==> src/sv/assert_macros.svh <==
// Assertion helpers shared by the RTL. Simulation builds get the checks;
// synthesis builds see empty bodies.
`ifndef ASSERT_MACROS_SVH
`define ASSERT_MACROS_SVH
`ifndef SYNTHESIS
// Same-cycle implication, checked on every rising edge out of reset.
`define ASSERT_IMPLIES(label, clk, rst_n, ante, cons) \
	label: assert property (@(posedge clk) disable iff (!rst_n) (ante) |-> (cons)) \
		else $error("implication check failed");
// Next-cycle implication, checked on every rising edge out of reset.
`define ASSERT_NEXT(label, clk, rst_n, ante, cons) \
	label: assert property (@(posedge clk) disable iff (!rst_n) (ante) |=> (cons)) \
		else $error("next-cycle check failed");
`else
`define ASSERT_IMPLIES(label, clk, rst_n, ante, cons)
`define ASSERT_NEXT(label, clk, rst_n, ante, cons)
`endif
`endif

==> src/sv/mbi_pkg.sv <==
package mbi_pkg;

	// Field widths fixed by the interface.
	localparam int C_W     = 32;
	localparam int ESC_W   = 12;
	localparam int LIMIT_W = 12;
	localparam int WORD_W  = 64;

	localparam logic [LIMIT_W-1:0] LIMIT_RESET = 12'd800;

	// Working word: signed 64-bit fixed point.
	typedef logic signed [WORD_W-1:0] word_t;
	typedef logic signed [WORD_W+7:0] wide_t;

	// Saturation bounds are symmetric.
	localparam word_t SAT_MAX = {1'b0, {63{1'b1}}};
	localparam word_t SAT_MIN = {1'b1, {62{1'b0}}, 1'b1};

	// Small constant multipliers of the cardioid, bulb and iteration formulas.
	localparam logic [8:0] K_CARD_SQ = 9'd256;
	localparam logic [8:0] K_CARD_C2 = 9'd96;
	localparam logic [8:0] K_CARD_CX = 9'd32;
	localparam logic [8:0] K_BULB    = 9'd16;
	localparam logic [8:0] K_DOUBLE  = 9'd2;

	// Input and result beats.
	typedef struct packed {
		logic signed [C_W-1:0] c_real;
		logic signed [C_W-1:0] c_imag;
	} item_t;

	typedef struct packed {
		logic [ESC_W-1:0] escape_count;
		logic             escaped;
		logic             rejected_early;
	} result_t;

	// Request and response between the sequencer and the shared multiplier.
	typedef struct packed {
		logic  start;
		word_t a;
		word_t b;
	} mul_req_t;

	typedef struct packed {
		logic  done;
		word_t p;
	} mul_rsp_t;

	// Sequencer states.
	typedef enum logic [3:0] {
		S_IDLE,
		S_CXX,
		S_CYY,
		S_C2,
		S_DD,
		S_E1,
		S_E2,
		S_E3,
		S_E4,
		S_STEP1,
		S_STEP2,
		S_SX,
		S_SY,
		S_CHK,
		S_XY
	} state_t;

	function automatic wide_t sext72(word_t a);
		return {{8{a[WORD_W-1]}}, a};
	endfunction

	function automatic word_t sat_clamp(wide_t v);
		if (v > sext72(SAT_MAX)) begin
			return SAT_MAX;
		end else if (v < sext72(SAT_MIN)) begin
			return SAT_MIN;
		end
		return v[WORD_W-1:0];
	endfunction

	function automatic word_t sat_add(word_t a, word_t b);
		return sat_clamp(sext72(a) + sext72(b));
	endfunction

	function automatic word_t sat_sub(word_t a, word_t b);
		return sat_clamp(sext72(a) - sext72(b));
	endfunction

	// Multiply by a small constant; callers pass constants only.
	function automatic word_t sat_mulk(word_t a, logic [8:0] k);
		return sat_clamp(sext72(a) * $signed({63'd0, k}));
	endfunction

	function automatic logic [WORD_W-1:0] magnitude(word_t a);
		return a[WORD_W-1] ? (~a + 64'd1) : a;
	endfunction

endpackage

==> src/sv/mbi_mulq.sv <==
module mbi_mulq #(
	parameter int FRAC_BITS = 28
) (
	input  logic              clk,
	input  logic              arst_n,
	input  mbi_pkg::mul_req_t req,
	output mbi_pkg::mul_rsp_t rsp
);
	import mbi_pkg::*;

	localparam int ACC_W = 2 * WORD_W;
	localparam int HALF  = WORD_W / 2;
	localparam logic [2:0] LAST_STEP = 3'd5;

	logic              run_q;
	logic [2:0]        step_q;
	logic              done_q;
	logic [WORD_W-1:0] ua_q;
	logic [WORD_W-1:0] ub_q;
	logic              neg_q;
	logic [ACC_W-1:0]  acc_q;
	word_t             p_q;
	logic [WORD_W-1:0] pp_s1;
	logic [1:0]        pp_off_s1;
	logic              pp_vld_s1;

	logic [HALF-1:0]   mul_a;
	logic [HALF-1:0]   mul_b;
	logic [1:0]        off;
	logic [ACC_W-1:0]  pp_wide;
	logic              ovf;
	logic [WORD_W-1:0] m;
	word_t             mag;
	word_t             fin;

	// Partial product order: low*low, low*high, high*low, high*high.
	assign mul_a = step_q[1] ? ua_q[WORD_W-1:HALF] : ua_q[HALF-1:0];
	assign mul_b = step_q[0] ? ub_q[WORD_W-1:HALF] : ub_q[HALF-1:0];
	assign off   = {1'b0, step_q[1]} + {1'b0, step_q[0]};

	// Place the registered partial product at its weight.
	always_comb begin
		case (pp_off_s1)
			2'd0:    pp_wide = {{HALF{1'b0}}, {HALF{1'b0}}, pp_s1};
			2'd1:    pp_wide = {{HALF{1'b0}}, pp_s1, {HALF{1'b0}}};
			2'd2:    pp_wide = {pp_s1, {HALF{1'b0}}, {HALF{1'b0}}};
			default: pp_wide = '0;
		endcase
	end

	// Drop the fraction bits, saturate the magnitude and restore the sign.
	assign ovf = |acc_q[ACC_W-1:WORD_W+FRAC_BITS];
	assign m   = acc_q[FRAC_BITS +: WORD_W];
	assign mag = (ovf || m[WORD_W-1]) ? SAT_MAX : word_t'(m);
	assign fin = neg_q ? -mag : mag;

	// Step counter and completion pulse.
	always_ff @(posedge clk or negedge arst_n) begin
		if (!arst_n) begin
			run_q     <= 1'b0;
			step_q    <= '0;
			pp_vld_s1 <= 1'b0;
			done_q    <= 1'b0;
		end else begin
			done_q <= !req.start && run_q && (step_q == LAST_STEP);
			if (req.start) begin
				run_q     <= 1'b1;
				step_q    <= '0;
				pp_vld_s1 <= 1'b0;
			end else if (run_q) begin
				step_q    <= step_q + 3'd1;
				pp_vld_s1 <= !step_q[2];
				if (step_q == LAST_STEP) begin
					run_q <= 1'b0;
				end
			end
		end
	end

	// Operands, partial products and the accumulator.
	always_ff @(posedge clk) begin
		if (req.start) begin
			ua_q  <= magnitude(req.a);
			ub_q  <= magnitude(req.b);
			neg_q <= req.a[WORD_W-1] ^ req.b[WORD_W-1];
			acc_q <= '0;
		end else if (run_q) begin
			pp_s1     <= 64'(mul_a) * 64'(mul_b);
			pp_off_s1 <= off;
			if (pp_vld_s1) begin
				acc_q <= acc_q + pp_wide;
			end
			if (step_q == LAST_STEP) begin
				p_q <= fin;
			end
		end
	end

	assign rsp.done = done_q;
	assign rsp.p    = p_q;

endmodule

==> config.mk <==
export PLATFORM = sky130hd
export DESIGN_NAME = mbi_mulq
export DESIGN_NICKNAME = d
export VERILOG_FILES = /design/src/sv/assert_macros.svh /design/src/sv/mbi_pkg.sv /design/src/sv/mbi_mulq.sv
export SDC_FILE = /design/constraint.sdc
export NUM_CORES = 2
export LEC_CHECK = 0
export CAP_MARGIN = 20
export CORE_ASPECT_RATIO = 1.5
export CORE_MARGIN = 2
export CORE_UTILIZATION = 40
export CTS_CLUSTER_DIAMETER = 40
export DETAILED_ROUTE_END_ITERATION = 10
export DONT_BUFFER_PORTS = 1
export PLACE_DENSITY = 0.52
export SYNTH_ARGS = -nofsm -noshare
export SYNTH_HDL_FRONTEND = slang
export SYNTH_SLANG_ARGS = --single-unit
==> constraint.sdc <==
create_clock -name clk -period 15.32 [get_ports clk]
set_input_delay 0.766 -clock clk [delete_from_list [all_inputs] [get_ports clk]]
set_output_delay 0.766 -clock clk [all_outputs]
set_load 0.005 [all_outputs]
# ---- Yosys cells after proc, flatten, opt, wreduce, memory -nomap -nowiden
# Index checks and enable logic that the tools add are counted.
dict set report word_totals {
  in_bits 131
  regBits 393
  wordCells 52
  out_inout_bits 65
}
dict set report classes {
  n_eq_ne 3
  n_mux 14
  mul 1
  bitwise_logic 4
  n_reduce_logical 11
  addsub 6
}
# cell count
set ops {}
lappend ops {{case mux 128 bit (3 select lines)} 1}
lappend ops {{adder 128 bit} 1}
lappend ops {{adder 64 x 1 -> 64 bit (second input constant)} 2}
lappend ops {{two-way mux 64 bit} 2}
lappend ops {{inverter 64 bit} 2}
lappend ops {{two-way mux 63 bit} 2}
lappend ops {{multiplier 32 x 32 -> 64 bit} 1}
lappend ops {{two-way mux 32 bit} 2}
lappend ops {{negation 64 bit} 1}
lappend ops {{OR reduction 36 bit} 1}
lappend ops {{two-way mux 3 bit} 2}
lappend ops {{two-way mux 1 bit} 5}
lappend ops {{AND reduction 2 bit} 2}
lappend ops {{adder 3 x 1 -> 3 bit (second input constant)} 1}
lappend ops {{== test 3 bit (second input constant)} 1}
lappend ops {{AND reduction 3 bit} 1}
lappend ops {{adder 1 x 1 -> 2 bit} 1}
lappend ops {{== test 2 x 1 -> 1 bit (second input constant)} 1}
lappend ops {{== test 2 bit (second input constant)} 1}
lappend ops {{logical AND 1 bit} 2}
lappend ops {{zero test 1 bit} 2}
lappend ops {{zero test 2 bit} 1}
lappend ops {{nonzero test 2 bit} 1}
lappend ops {{logical OR 1 bit} 1}
lappend ops {{2 further kinds} 2}

# ---- Depth between registers and ports, before layout
dict set report logic_depth {
  word_depth 5
  mapped_depth 34
}

# ---- Worst setup path after synthesis
# No wires, ideal clock.
dict set report synth_timing {
  path_type {register to register}
  startpoint {register step_q[0]}
  endpoint {register pp_s1[56], data pin}
  synth_period_minus_slack_ns 8.993
  n_path_buf 4
  arrival_ns 8.729
  path_slack_ns 6.327
  required_ns 15.056
  setup_time_ns 0.264
  path_stages_with_launch 31
  path_cell_list {dfrtp_1 > clkbuf_1 > buf_1 > mux2i_1 > clkbuf_1 > nor2_1 > fa_1 > inv_1 > fa_1 > fa_1 > fa_1 > inv_1 > fa_1 > inv_1 > fa_1 > inv_1 > fa_1 > fa_1 > ha_1 > clkbuf_1 > a21o_1 > a21oi_1 > o21bai_1 > a211oi_1 > o211ai_1 > a21oi_1 > o21ai_0 > a31oi_1 > o41ai_1 > a21boi_0 > xnor2_1}
}
dict set report synth_between {
  elab_chain_len 2
}
# item line_no
set synth_lines {}
lappend synth_lines {{start: declaration} mbi_mulq.sv:16} ;# logic [2:0] step_q;
lappend synth_lines {{start signal: assignment} mbi_mulq.sv:71} ;# step_q <= step_q + 3'd1;
lappend synth_lines {{two-way mux 32 bit} mbi_mulq.sv:38} ;# assign mul_b = step_q[0] ? ub_q[WORD_W-1:HALF] : ub_q[HALF-1:0];
lappend synth_lines {{multiplier 32 x 32 -> 64 bit} mbi_mulq.sv:88} ;# pp_s1 <= 64'(mul_a) * 64'(mul_b);
lappend synth_lines {{end signal: assignment} mbi_mulq.sv:88}
lappend synth_lines {{end: declaration} mbi_mulq.sv:23} ;# logic [WORD_W-1:0] pp_s1;
# No other way between the ends.
# A chain may end at the register's enable or synchronous reset.

# ---- Worst setup path in the final report
# Ends and elaborated chain as after synthesis.

==> results.tsv <==
stage	metric	value	unit
routing	total number of vias	48294	
clock_tree	H-tree level count	2	
routing	Pre-antenna DRT Iters	6	
floorplan	core outline area	0.147	mm^2
synthesis	Synth Warn #	0	
floorplan	Die Y	475	um
sta	Fmax	97.5	MHz
sta	final worst path period share	67.0	%
place	GP Congestion	0.994	
synthesis	Post-Syn Area	0.0591	mm^2
run_status	status	finished, final reports clean	
critical_path	worst-path cell with the longest stage delay	buf_4	
floorplan	io pins	196	
global_routing	initial antenna violation count	5	
critical_path	startpoint types	flip-flop	
sta	clk_skew	0.0273	ns
clock_tree	clock root cell	clkbuf_16	
global_routing	largest net degree at the start of global routing	207	
sta	Rel. slew slack	20.0	%
sta	minimum clock period	10.26	ns
sta	Min Hold Slack	0.158	ns
floorplan	cell row count	172	
final_layout	Nets	7991	
place	DPL Wire Length	178000	um
global_routing	GRT overflow	0	
critical_path	critical path peak fanout	55	
global_routing	global-route wire length before repair	326000	um
floorplan	die area	0.151	mm^2
global_routing	vias in the first global route	51374	
sta	Hold Vio Cnt, Final	0	
sta	endpoints failing setup	0	
floorplan	Chip Width	318	um
sta	actual slew at the worst max-slew pin	1.18	ns
min_path	Hold Crit Class	input port to flip-flop	
clock_tree	clock tree buffer depth	3	
clock_tree	Sink Count	393	
clock_tree	clk_lat worst skew	0.70	ns
synthesis	Post-synth EDFFs	259	
sta	unrepaired setup endpoints after global routing	false	
critical_path	kind of critical path	flip-flop to flip-flop	
synthesis	syn avg cell area	8.74	um^2
final_layout	Fillers	14578	
synthesis	Async S/R FF share, synth	1.53	%
synthesis	post-synthesis sequential area ratio	17.7	%
clock_tree	Inserted Clock Buffers	61	
routing	DR DRC count	0	
final_layout	commonest non-fill, non-tap cell in the layout	inv_1	
clock_tree	CTS tree	done	
clock_tree	Reg clk slew, reported paths	0.06	ns
critical_path	Critical Path Sink Type	flip-flop	
critical_path	Worst Path Required	15.76	ns
routing	Via density	5.66	
synthesis	ys flop type	edfxtp_1	
final_layout	fraction of layout cells with a size suffix above 1	5.50	%
routing	DRT antenna net count	0	
synthesis	post-synth cell types	77	
synthesis	cells after synthesis	6761	
critical_path	worst stage delay on the critical path	0.76	ns
routing	DRT iter0 DRCs	2939	
final_layout	commonest cells after routing, fill and taps aside	inv_1 (921), fa_1 (897), nor2_1 (868)	
run	MaxCap Viol Count	0	
critical_path	Critical Path Most Common Cell	fa_1	
sta	max-slew violations	0	
sta	total negative setup slack	0	ns
synthesis	syn_nets	8184	
routing	final WL	221000	um
synthesis	Yosys reg bits	393	
critical_path	Worst Path Arrival	10.70	ns
place	PortBufs	0	
global_routing	GRT Overall Usage	29.2	%
routing	drt wl/cell	25.9	um
floorplan	Initial Utilization	40.3	%
final_layout	Area Overhead vs Synth	7.11	%
what timing repair did:
| action | in CTS | in global routing |
|---|---|---|
| resized for setup | 0 | 0 |
| setup buffers | 0 | 0 |
| hold buffers | 1 | 0 |
| hold endpoints to repair | 6 | 0 |
registers in the layout, summed over array words and instances, names as in the netlist, 2 cells and up:
name,flops
acc_q,128
step_q,3
pp_s1,64
p_q,64
ub_q,64
ua_q,64
pp_off_s1,2
final cells by class:
class,instances,area (um^2),share of cell area (%)
Clock inverter,49,548,0.866
Multi-Input combinational cell,5093,44100,69.7
Sequential cell,393,10500,16.6
Tap cell,1914,2390,3.78
Inverter,921,3460,5.46
Antenna cell,2,5.00,0.00790
Clock buffer,64,1540,2.43
Timing Repair Buffer,98,746,1.18
layer usage:
layer | GRT usage [%] | routed length, um | vias up
met2 | 53.1 | 111000 | 1884
met4 | 24.7 | 22800 | 4
li1 | - | - | 21613
met5 | 0 | 23 | -
met1 | 29.9 | 75800 | 24048
met3 | 3.73 | 11400 | 745
critical path, delay by kind of cell, from the launching register on:
family | cells | cell delay (ns)
compound gates | 8 | 2.79
xor+xnor | 1 | 0.17
fa+ha+maj | 9 | 4.15
buf+inv | 4 | 1.36
flops | 1 | 0.52
mux | 1 | 0.34
simple gates | 3 | 0.51
synth_stat cells, drive strengths merged, types with 6 or more instances:
library cell    n  area, um^2
dfxtp         128        2560
o21ai         276        1380
clkbuf        327        1230
o41ai          22         193
nor2b          22         138
nor3           64         320
dfrtp           6         150
a21boi         11        82.6
and2           73         457
or3            50         328
o21a           17         128
edfxtp        259        7780
nor2          870        3270
nand3          55         275
o31ai          64         494
a21oi         335        1680
a221o          14         140
nand2b         42         270
o311ai         26         228
a21o          110         826
inv           921        3460
a211o           8        70.1
xor2           78         683
or4            28         225
buf            27         108
and3           24         150
ha            395        4940
mux2           64         721
a31oi          29         181
or2            19         119
o211ai         11        82.6
fa            897       18000
xnor2         237        2080
a211oi         25         188
nor4           31         209
nand2         864        3240
a22o           38         333
o21bai         46         345
nand4          78         488
mux2i         100        1000
path summary, 6_finish.rpt:
path                           start         to  slack, ns  cells past startpoint
hold / removal                req[0]    ub_q[0]       0.16                      0
min in group asynchronous     arst_n  pp_vld_s1       0.66                      1
max in group asynchronous     arst_n  step_q[0]      13.98                      1
setup reg to reg           step_q[0]  pp_s1[56]       5.06                     26
setup / recovery           step_q[0]  pp_s1[56]       5.06                     26
hold reg to reg            acc_q[17]  acc_q[17]       0.46                      2
kinds of logic (layout without fill, tap and decap cells):
logic type / count (synthesis) / in the layout / share of synthesized area (%)
and+or+nand+nor: 2244 / 2244 / 16.4
adders and majority gates: 1292 / 1292 / 38.7
buffers and inverters: 1275 / 1132 / 8.11
AOI/OAI and AO/OA: 1078 / 1078 / 11.4
DFF: 393 / 393 / 17.7
xor gates and xnor gates: 315 / 315 / 4.67
muxes: 164 / 164 / 2.91
other: 0 / 2 / 0
metrics by stage:
step,setup WS [ns],instance area (um^2),cells,util [%]
2_1_floorplan,6.33,59100,6761,-
3_3_place_gp,5.26,61200,8416,41.8
3_5_place_dp,5.09,61200,8416,41.8
4_1_cts,5.10,63300,8530,43.2
5_1_grt,4.62,63300,8533,43.2
6_report,5.06,63300,8534,43.2
Power is not shown: default switching activity piles up to over one toggle a cycle in this logic, so the estimate is an artifact.
